[src/hw/rtl/rled_pkg.sv]
// ----------------------------------------------------------------------------
// rled_pkg
// Shared types and codes for the run-length LED frame decoder.
// ----------------------------------------------------------------------------
package rled_pkg;

	typedef enum logic [1:0] {
		CMD_RUN    = 2'd0,
		CMD_COMMIT = 2'd1,
		CMD_READ   = 2'd2,
		CMD_NONE   = 2'd3
	} cmd_code_t;

	typedef enum logic [2:0] {
		ST_CLEAR,
		ST_IDLE,
		ST_RUN,
		ST_COPY,
		ST_DRAIN,
		ST_READ,
		ST_DONE
	} state_t;

	// controller to datapath
	typedef struct packed {
		logic load;
		logic clear_en;
		logic run_en;
		logic copy_en;
		logic read_en;
	} ctrl_cmd_t;

	// datapath to controller
	typedef struct packed {
		logic run_go;
		logic run_last;
		logic ptr_last;
	} dp_stat_t;

endpackage

[src/hw/rtl/rled_ctrl.sv]
// ----------------------------------------------------------------------------
// rled_ctrl
// Sequencer for clearing, runs, commits and reads.
// ----------------------------------------------------------------------------
module rled_ctrl
	import rled_pkg::*;
(
	input  logic       clk,
	input  logic       arst_n,
	input  logic       start,
	input  cmd_code_t  cmd_code,
	input  dp_stat_t   stat,
	output ctrl_cmd_t  ctl,
	output logic       busy,
	output logic       done
);

	state_t state_q;
	state_t state_d;

	always_ff @(posedge clk or negedge arst_n) begin
		if (!arst_n) begin
			state_q <= ST_CLEAR;
		end else begin
			state_q <= state_d;
		end
	end

	always_comb begin
		state_d = state_q;
		ctl     = '0;
		busy    = 1'b1;
		done    = 1'b0;
		case (state_q)
			ST_CLEAR: begin
				ctl.clear_en = 1'b1;
				if (stat.ptr_last) begin
					state_d = ST_IDLE;
				end
			end
			ST_IDLE: begin
				busy = 1'b0;
				if (start) begin
					ctl.load = 1'b1;
					case (cmd_code)
						CMD_RUN:    state_d = stat.run_go ? ST_RUN : ST_DONE;
						CMD_COMMIT: state_d = ST_COPY;
						CMD_READ:   state_d = ST_READ;
						default:    state_d = ST_DONE;
					endcase
				end
			end
			ST_RUN: begin
				ctl.run_en = 1'b1;
				if (stat.run_last) begin
					state_d = ST_DONE;
				end
			end
			ST_COPY: begin
				ctl.copy_en = 1'b1;
				if (stat.ptr_last) begin
					state_d = ST_DRAIN;
				end
			end
			ST_DRAIN: begin
				state_d = ST_DONE;
			end
			ST_READ: begin
				ctl.read_en = 1'b1;
				state_d     = ST_DONE;
			end
			ST_DONE: begin
				done    = 1'b1;
				state_d = ST_IDLE;
			end
			default: begin
				state_d = ST_IDLE;
			end
		endcase
	end

endmodule

[config.mk]
export PLATFORM = sky130hd
export DESIGN_NAME = rled_ctrl
export DESIGN_NICKNAME = d
export VERILOG_FILES = /design/src/hw/rtl/rled_pkg.sv /design/src/hw/rtl/rled_ctrl.sv
export SDC_FILE = /design/constraint.sdc
export NUM_CORES = 1
export LEC_CHECK = 0
export ABC_CLOCK_PERIOD_IN_PS = 2700
export BUFFER_PORTS_ARGS = -buffer_cell sky130_fd_sc_hd__buf_2
export CAP_MARGIN = 0
export CORE_AREA = 2 2 39 41
export DETAILED_ROUTE_END_ITERATION = 6
export DIE_AREA = 0 0 41 43
export PLACE_DENSITY_LB_ADDON = 0.15
export SLEW_MARGIN = 10
export SYNTH_ARGS = -nofsm -noshare
export SYNTH_HDL_FRONTEND = slang
export SYNTH_SLANG_ARGS = --single-unit
[constraint.sdc]
create_clock -name clk -period 2.7 [get_ports clk]
set_input_delay 0.27 -clock clk [delete_from_list [all_inputs] [get_ports clk]]
set_output_delay 0.27 -clock clk [all_outputs]
set_load 0.01 [all_outputs]
==> results of run 1 <==
-- per-layer routing --
metal  GRT usage [%]  vias to the layer above  part of all wire (%)
li1                -                      155                     -
met1            11.5                      128                    47
met2            11.9                        8                    47
met3            3.14                        2                   4.1
met4            8.00                        0                   2.2
met5               0                        -                     0
-- what timing repair did --
item | 4_1_cts | 5_1_grt
hold buffers | 1 | 0
setup buffers | 0 | 0
endpoints found under the setup margin | 0 | 0
resized for setup | 0 | 0
endpoints found under the hold margin | 3 | 0
-- layout by cell type (no fill, tap or decap) --
cell / instances
nand3b_1: 1
nor2_2: 1
a21o_1: 1
nor2b_1: 2
inv_1: 4
a31oi_1: 1
nand2b_1: 1
o21ai_0: 4
or3_4: 1
o31ai_1: 1
ha_1: 3
nor3_1: 1
mux2i_1: 1
buf_2: 14
and3_1: 1
nor2_1: 2
dfrtp_1: 3
clkbuf_4: 3
dlygate4sd3_1: 1
clkbuf_1: 1
inv_2: 1
nor3b_1: 2
o311a_1: 1
o31a_1: 1
-- kinds of logic after synthesis --
family | count (synthesis)
buf+inv | 8
compound gates | 9
fa+ha+maj | 3
simple gates | 12
flops | 3
mux | 1
-- report_power, final --
group	internal [uW]	switching, uW
registers	68.8	57.6
logic	89.2	78.6
clock network	55.4	23.9
total	213	160
-- layout make-up --
type                    count  share of cell area, %
multi-input cells          25                   45.7
clock buffers               4                   6.48
repair buffers             15                   19.8
well taps                  16                   4.94
flip-flops and latches      3                   18.5
inverters                   5                   4.63
-- how the worst max path moves through the flow --
stage / start / end
after global routing: state_q[0] / ctl[4]
after detailed placement: state_q[0] / ctl[4]
after floorplan: state_q[1] / ctl[4]
after CTS: state_q[0] / ctl[4]
after global placement: state_q[0] / ctl[4]
final: state_q[0] / ctl[4]
-- through the flow --
stage	hold WS [ns]	cell area [um2]	utilization, %	cells
floorplan	-0.0256	300	-	36
global placement	0.0674	369	26.7	63
detailed placement	0.0673	369	26.7	63
CTS	0.348	405	29.3	68
global route	0.376	405	29.3	68
finish	0.355	405	29.3	68
-- critical path, stage by stage (launching register included) --
cell     delay, ns
dfrtp_1       0.52
inv_2         0.09
or3_4         0.38
nor2_2        0.07
buf_2         0.12
==> key figures, run 1 <==
Clock network
  • CTS HTree Levels: 1
  • CTS tree: built
  • Clock transition at path regs: ~0.040 ns
  • Clock Tree Buf Depth: 2
  • CTS Sinks: 3
  • Clock Latency Late Sink: roughly 0.23 ns
  • CTS buffer count: 3
  • Root Driver: clkbuf_4

Pwr
  • Lkg Pwr: 0.000215 uW
  • Worst vdd ir: roughly 210 uV
  • Overall Power: ~370 uW
  • Power Density: around 920 mW/mm2

STA
  • Crit path time final: 1.70 ns
  • Clock Skews: around 0.0043 ns
  • Final period util: between 60% and 70%
  • Relative slew slack: between 70% and 80%
  • Final setup violation count: 0
  • Setup TNS: 0 ns
  • Worst Slack Setup Final: between 1 and 1.5 ns
  • Final Slew Violations: 0
  • Final hold vios: 0
  • RSZ-0062 raised after global routing: false
  • Fmax: ~600 MHz
  • Worst Tran Pin Value: roughly 0.33 ns

Worst setup path
  • CP startpoint kind: flop
  • Crit Path Class: reg2out
  • Reg-to-reg critical path startpoint: state_q[0]
  • Reg2Reg Setup Slack: about 1.6 ns
  • Reg-to-reg endpoint: state_q[2]
  • Crit path capture type: output port
  • Worst EP arrival: between 1 and 1.5 ns
  • WP data required: about 2.4 ns
  • CP max FO: 10
  • Reg2Reg Depth: 3

Finish
  • FF+latch area: between 70 and 80 um2
  • Fillers: 162
  • P&R area growth vs syn: 35.0%
  • Nets: 64
  • Max reg flops: 3
  • Largest regs: state_q: 3 flops
  • Biggest register: state_q
  • Fraction of layout cells with a size suffix above 1: roughly 38%
  • Ant diodes: 0
  • Area occupied by multi-input gates: 185 um2

Global routing
  • All-Layer GR Usage: a little over 9%
  • Vias in the first global route: 264
  • First-pass GRT wire length: approximately 1100 um
  • Congestion Overflow GR: 0
  • Largest net degree at the start of global routing: 11
  • Antenna violations before repair: 0

Min path
  • Worst hold path type: in2async

Place
  • DP Wirelength: between 400 and 500 um
  • Gpl congestion: a little under 0.6
  • Post-Place Worst Slack: roughly 1.3 ns
  • Port bufs: 14

Logic synthesis
  • Ranking of synthesized cells by area: dfrtp_1, ha_1, o21ai_0
  • Asr flop ratio synth: 100%
  • Compound-cell area share of the yosys netlist: 20.0%
  • XOR/XNOR Fraction of Synth Area: 0%
  • Commonest cells in the netlist: inv_1, o21ai_0, dfrtp_1, ha_1
  • Simple-gate share of the synthesized area: approximately a quarter
  • Mux contribution to synthesized area: under 10%
  • Mapped Avg Cell Area: approximately 8.3 um2
  • Post-synth cell types: 22
  • Largest area contributor in the netlist: dfrtp_1
  • Largest family of logic cells by synthesized area: simple AND/OR/NAND/NOR gates
  • Top FF cell, synth: dfrtp_1
  • Area share of the largest cell type after synthesis: 25.0%
  • Mapped Cells: 36
  • Register area share after synthesis: 25.0%
  • Post-Synth Adder-Cell Area: 12.5%
  • YS warnings: 0
  • Syn Nets: between 40 and 50
  • FF+latch count, synth: 3
  • Netlist Area Pre-Place: between 300 and 400 um2
  • Number of flops mapped to enable cells by yosys: 0

Run status
  • Status: completed

Detailed routing
  • Pre-Repair DR Iteration Count: 2
  • Vias per cell: 4.31
  • Antenna-violating nets left: 0
  • Initial drt markers: 1
  • Total number of vias: between 200 and 300
  • Routed len/inst: a little over 9 um
  • Post-route DRC: 0
  • Post-Route WL: between 600 and 700 um

Floorplan
  • Core Rows: 14
  • Initial Utilization: between 20% and 30%
  • Die Width: slightly above 40 um
  • CORE AREA: roughly 0.0014 mm2
  • Chip height: approximately 43 um
  • Total die area: about 0.0018 mm2
  • # IOs: 15

Flow run
  • Max-cap violations: 0
(Power assumes the default switching activity.)
==> inputs of run 2 (changes only) <==
--- a/config.mk
+++ b/config.mk
@@ -5,7 +5,7 @@
 export SDC_FILE = /design/constraint.sdc
 export NUM_CORES = 1
 export LEC_CHECK = 0
-export ABC_CLOCK_PERIOD_IN_PS = 2700
+export ABC_CLOCK_PERIOD_IN_PS = 1640
 export BUFFER_PORTS_ARGS = -buffer_cell sky130_fd_sc_hd__buf_2
 export CAP_MARGIN = 0
 export CORE_AREA = 2 2 39 41
==> constraint.sdc (replaced) <==
create_clock -name clk -period 1.64 [get_ports clk]
set_input_delay 0.164 -clock clk [delete_from_list [all_inputs] [get_ports clk]]
set_output_delay 0.164 -clock clk [all_outputs]
set_load 0.01 [all_outputs]
==> key figures, run 2 (synthesis gave the netlist of run 1 again) <==
Run status
  • Status: completed

Worst setup path
  • Reg-to-reg critical path startpoint: state_q[0]
  • Reg2Reg Setup Slack: roughly 0.59 ns
  • WP data required: ~1.5 ns
  • Crit path capture type: output port
  • Worst EP arrival: 1.25 ns
  • Reg2Reg Depth: 4
  • Crit Path Class: reg2out
  • CP max FO: 10
  • CP startpoint kind: flop
  • Reg-to-reg endpoint: state_q[2]
  • Crit path launch: state_q[2]
  • CP endpoint: ctl[4]

Clock network
  • CTS Sinks: 3
  • CTS tree: built
  • CTS buffer count: 3
  • Clock Latency Late Sink: ~0.23 ns
  • Clock Tree Buf Depth: 2
  • Hold_buf cts: 1
  • CTS HTree Levels: 1
  • Post-CTS Setup Bufs: 0
  • Root Driver: clkbuf_4
  • Resize count post-CTS: 0
  • Clock transition at path regs: roughly 0.040 ns

Detailed routing
  • Post-route DRC: 0
  • Routed len/inst: around 9 um
  • Post-Route WL: 633 um
  • Pre-Repair DR Iteration Count: 3
  • Initial drt markers: 2
  • Vias per cell: 4.31
  • Total number of vias: around 300
  • Antenna-violating nets left: 0

Global routing
  • Largest net degree at the start of global routing: 11
  • Congestion Overflow GR: 0
  • Vias in the first global route: 301
  • First-pass GRT wire length: between 1000 and 1500 um
  • Antenna violations before repair: 0
  • All-Layer GR Usage: around 9.7%

Floorplan
  • Die Width: between 40 and 50 um
  • CORE AREA: 0.00138 mm2
  • # IOs: 15
  • Core Rows: 14
  • Chip height: between 40 and 50 um
  • Initial Utilization: between 20% and 30%
  • Total die area: about 0.0018 mm2

Place
  • Dpl cells: 65
  • DP Wirelength: just over 500 um
  • Port bufs: 14
  • Post-Place Worst Slack: between 0.3 and 0.4 ns
  • Gpl congestion: roughly 0.63

STA
  • Worst Tran Pin Value: approximately 0.26 ns
  • Relative slew slack: 82.7%
  • Crit path time final: about 1.4 ns
  • RSZ-0062 raised after global routing: false
  • Setup TNS: 0 ns
  • Final setup violation count: 0
  • Worst Slack Setup Final: between 0.2 and 0.25 ns
  • Clock Skews: around 0.0011 ns
  • Final Slew Violations: 0
  • Final period util: between 80% and 90%
  • Fmax: 707 MHz
  • Final hold vios: 0

Finish
  • Nets: 66
  • Fraction of layout cells with a size suffix above 1: ~40%
  • Post-layout util: 30.4%
  • Largest regs: state_q: 3 flops
  • Most common cell after layout, fill and taps aside: buf_2
  • Biggest register: state_q
  • Finished Layout Cells: 70
  • Ant diodes: 0
  • P&R area growth vs syn: 40.0%
  • Most frequent cells in the layout: buf_2, inv_1, o21ai_0
  • Fillers: about 160
  • Max reg flops: 3

Pwr
  • Worst vdd ir: 286 uV
  • Power Density: between 1500 and 2000 mW/mm2
  • Combinational power share: ~56%
  • Sw power: between 200 and 300 uW
  • Lkg Pwr: 0.000225 uW
  • Switching Share: between 40% and 50%
  • Sequential power share: 24.5%
  • Clk pwr share: about 19%
  • Pint: around 380 uW

Min path
  • Worst hold path type: in2async

Flow run
  • Max-cap violations: 0
==> run 2: changes by cell type in the layout (fill, tap and decap cells not counted) <==
| cell | change |
|---|---|
| buf_4 | +2 |
==> run 2: critical path, stage by stage, from the launching register on <==
cell and delay, ns:
dfrtp_1 0.46, or3_4 0.37, nor2_2 0.07, buf_2 0.12
==> run 2: worst min-delay path by stage <==
stage	depth (start not counted)	slack (ns)	to
detailed placement	1	-0.04	state_q[1]
floorplan	0	-0.13	state_q[0]
finish	2	0.26	state_q[2]
CTS	2	0.25	state_q[2]
global placement	1	-0.04	state_q[1]
global route	2	0.26	state_q[0]
==> run 2: per-stage QoR <==
stage | total power (uW) | instance area [um2] | hold slack (ns)
6_report | 648 | 420 | 0.256
5_1_grt | 720 | 420 | 0.260
4_1_cts | 667 | 420 | 0.250
3_5_place_dp | 534 | 384 | -0.0395
3_3_place_gp | 536 | 384 | -0.0391
2_1_floorplan | 422 | 300 | -0.132
==> run 2: final cells by class <==
| cell class | count | area (um2) | share of cell area [%] |
|---|---|---|---|
| Timing Repair Buffer | 17 | 95.1 | 22.6 |
| Inverter | 5 | 18.8 | 4.46 |
| Tap cell | 16 | 20.0 | 4.76 |
| Multi-Input combinational cell | 25 | 185 | 44.0 |
| Sequential cell | 3 | 75.1 | 17.9 |
| Clock buffer | 4 | 26.3 | 6.25 |
==> run 2: metal layers <==
layer	global-route usage, %	share of wire, %	vias to the layer above
met4	8.00	0	0
met5	0	0	-
met1	10.0	41	137
met2	14.7	55	6
li1	-	-	159
met3	3.14	3.6	0
==> run 2: power by group through the flow <==
stage	clock network (uW)	logic (uW)	registers (uW)
finish	126	364	159
detailed placement	0	371	163
global placement	0	374	162
global route	138	412	170
floorplan	0	299	122
CTS	132	374	161
==> inputs of run 3 (changes only) <==
--- a/config.mk
+++ b/config.mk
@@ -12,6 +12,7 @@
 export DETAILED_ROUTE_END_ITERATION = 6
 export DIE_AREA = 0 0 41 43
 export PLACE_DENSITY_LB_ADDON = 0.15
+export RECOVER_POWER = 25
 export SLEW_MARGIN = 10
 export SYNTH_ARGS = -nofsm -noshare
 export SYNTH_HDL_FRONTEND = slang
==> key figures, run 3 (synthesis gave the netlist of run 1 again) <==
Clock network
  • CTS HTree Levels: 1
  • Clock transition at path regs: approximately 0.04 ns
  • CTS buffer count: 3
  • Resize count post-CTS: 0
  • Clock Tree Buf Depth: 2
  • CTS tree: built
  • Clock Latency Late Sink: 0.23 ns
  • Root Driver: clkbuf_4
  • CTS Sinks: 3

Min path
  • Worst hold path type: in2async

STA
  • Clock Skews: 0.00114 ns
  • Final hold vios: 0
  • Final setup violation count: 0
  • Worst Tran Pin Value: ~0.26 ns
  • Worst Slack Setup Final: 0.225 ns
  • Crit path time final: about 1.4 ns
  • Setup TNS: 0 ns
  • RSZ-0062 raised after global routing: false
  • Final Slew Violations: 0
  • Fmax: just over 700 MHz
  • Relative slew slack: approximately 83%
  • Hold slack: 0.265 ns
  • Final period util: about 86%

Worst setup path
  • CP startpoint kind: flop
  • Worst EP arrival: between 1 and 1.5 ns
  • Crit path capture type: output port
  • Crit path launch: state_q[2]
  • Reg-to-reg critical path startpoint: state_q[0]
  • CP max FO: 10
  • WP data required: 1.48 ns
  • Crit Path Class: reg2out

Finish
  • Most frequent cells in the layout: buf_2, inv_1, o21ai_0
  • Max reg flops: 3
  • Fraction of layout cells with a size suffix above 1: 38.9%
  • Nets: 66
  • P&R area growth vs syn: 39.6%
  • Fillers: between 150 and 200
  • Largest regs: state_q: 3 flops
  • Design Area, Final: approximately 420 um2
  • Ant diodes: 0
  • Biggest register: state_q
  • Most common cell after layout, fill and taps aside: buf_2

Floorplan
  • # IOs: 15
  • Chip height: about 43 um
  • Total die area: approximately 0.0018 mm2
  • Initial Utilization: 21.7%
  • Core Rows: 14
  • CORE AREA: between 0.001 and 0.0015 mm2
  • Die Width: ~40 um

Global routing
  • Antenna violations before repair: 0
  • Congestion Overflow GR: 0
  • Vias in the first global route: 301
  • First-pass GRT wire length: between 1000 and 1500 um
  • Largest net degree at the start of global routing: 11
  • All-Layer GR Usage: roughly a tenth

Detailed routing
  • Vias per cell: roughly 4.3
  • Pre-Repair DR Iteration Count: 3
  • Routed len/inst: around 9 um
  • Post-route DRC: 0
  • Antenna-violating nets left: 0
  • Total number of vias: a little over 300
  • Initial drt markers: 2
  • Post-Route WL: ~630 um

Pwr
  • Worst vdd ir: ~290 uV
  • Power Density: 1550 mW/mm2
  • Overall Power: roughly 650 uW
  • Lkg Pwr: 0.000222 uW

Place
  • DP Wirelength: just over 500 um
  • Placed instance area: between 300 and 400 um2
  • Post-Place Worst Slack: 0.313 ns
  • Gpl congestion: 0.635
  • Port bufs: 14

Flow run
  • Max-cap violations: 0

Run status
  • Status: completed
## run 3: what timing repair did
action                    4_1_cts  5_1_grt
buffers inserted                0        0
hold buffers                    1        0
hold endpoints to repair        3        0
## run 3: final cells by class
class                   count  area [um2]  share of cell area (%)
flip-flops and latches      3        75.1                    17.9
inverters                   5        18.8                    4.48
repair buffers             17        93.8                    22.4
clock buffers               4        26.3                    6.27
multi-input cells          25         185                    44.2
well taps                  16        20.0                    4.78
## run 3: worst paths after layout
kind	end	slack [ns]	cells past startpoint
setup / recovery	ctl[4]	0.23	3
setup reg to reg	state_q[2]	0.59	4
hold / removal	state_q[2]	0.26	2
hold reg to reg	state_q[0]	0.62	2
max in group asynchronous	state_q[0]	1.23	2
min in group clk	state_q[1]	0.29	3
## run 3: per-stage QoR
step,util [%],std cells
CTS,30.4,70
floorplan,-,36
finish,30.3,70
detailed placement,27.8,65
global placement,27.8,65
global route,30.3,70
## run 3: power by group
group	internal (uW)	total [uW]	switching [uW]
logic	178	364	186
registers	114	159	44.5
clock network	90.9	126	34.6
## run 3: critical path: stages, from the launching register on
cell and delay, ns:
dfrtp_1 0.46, or3_4 0.37, nor2_2 0.07, buf_2 0.12
## run 3: routing by layer
layer  wire length [um]  GRT usage [%]  share of wire, %  vias up
met3                 23           3.14               3.7        0
met5                  0              0                 0        -
met4                  0           8.00                 0        0
met2                349           14.7                55        6
li1                   -              -                 -      159
met1                257           10.0                41      138
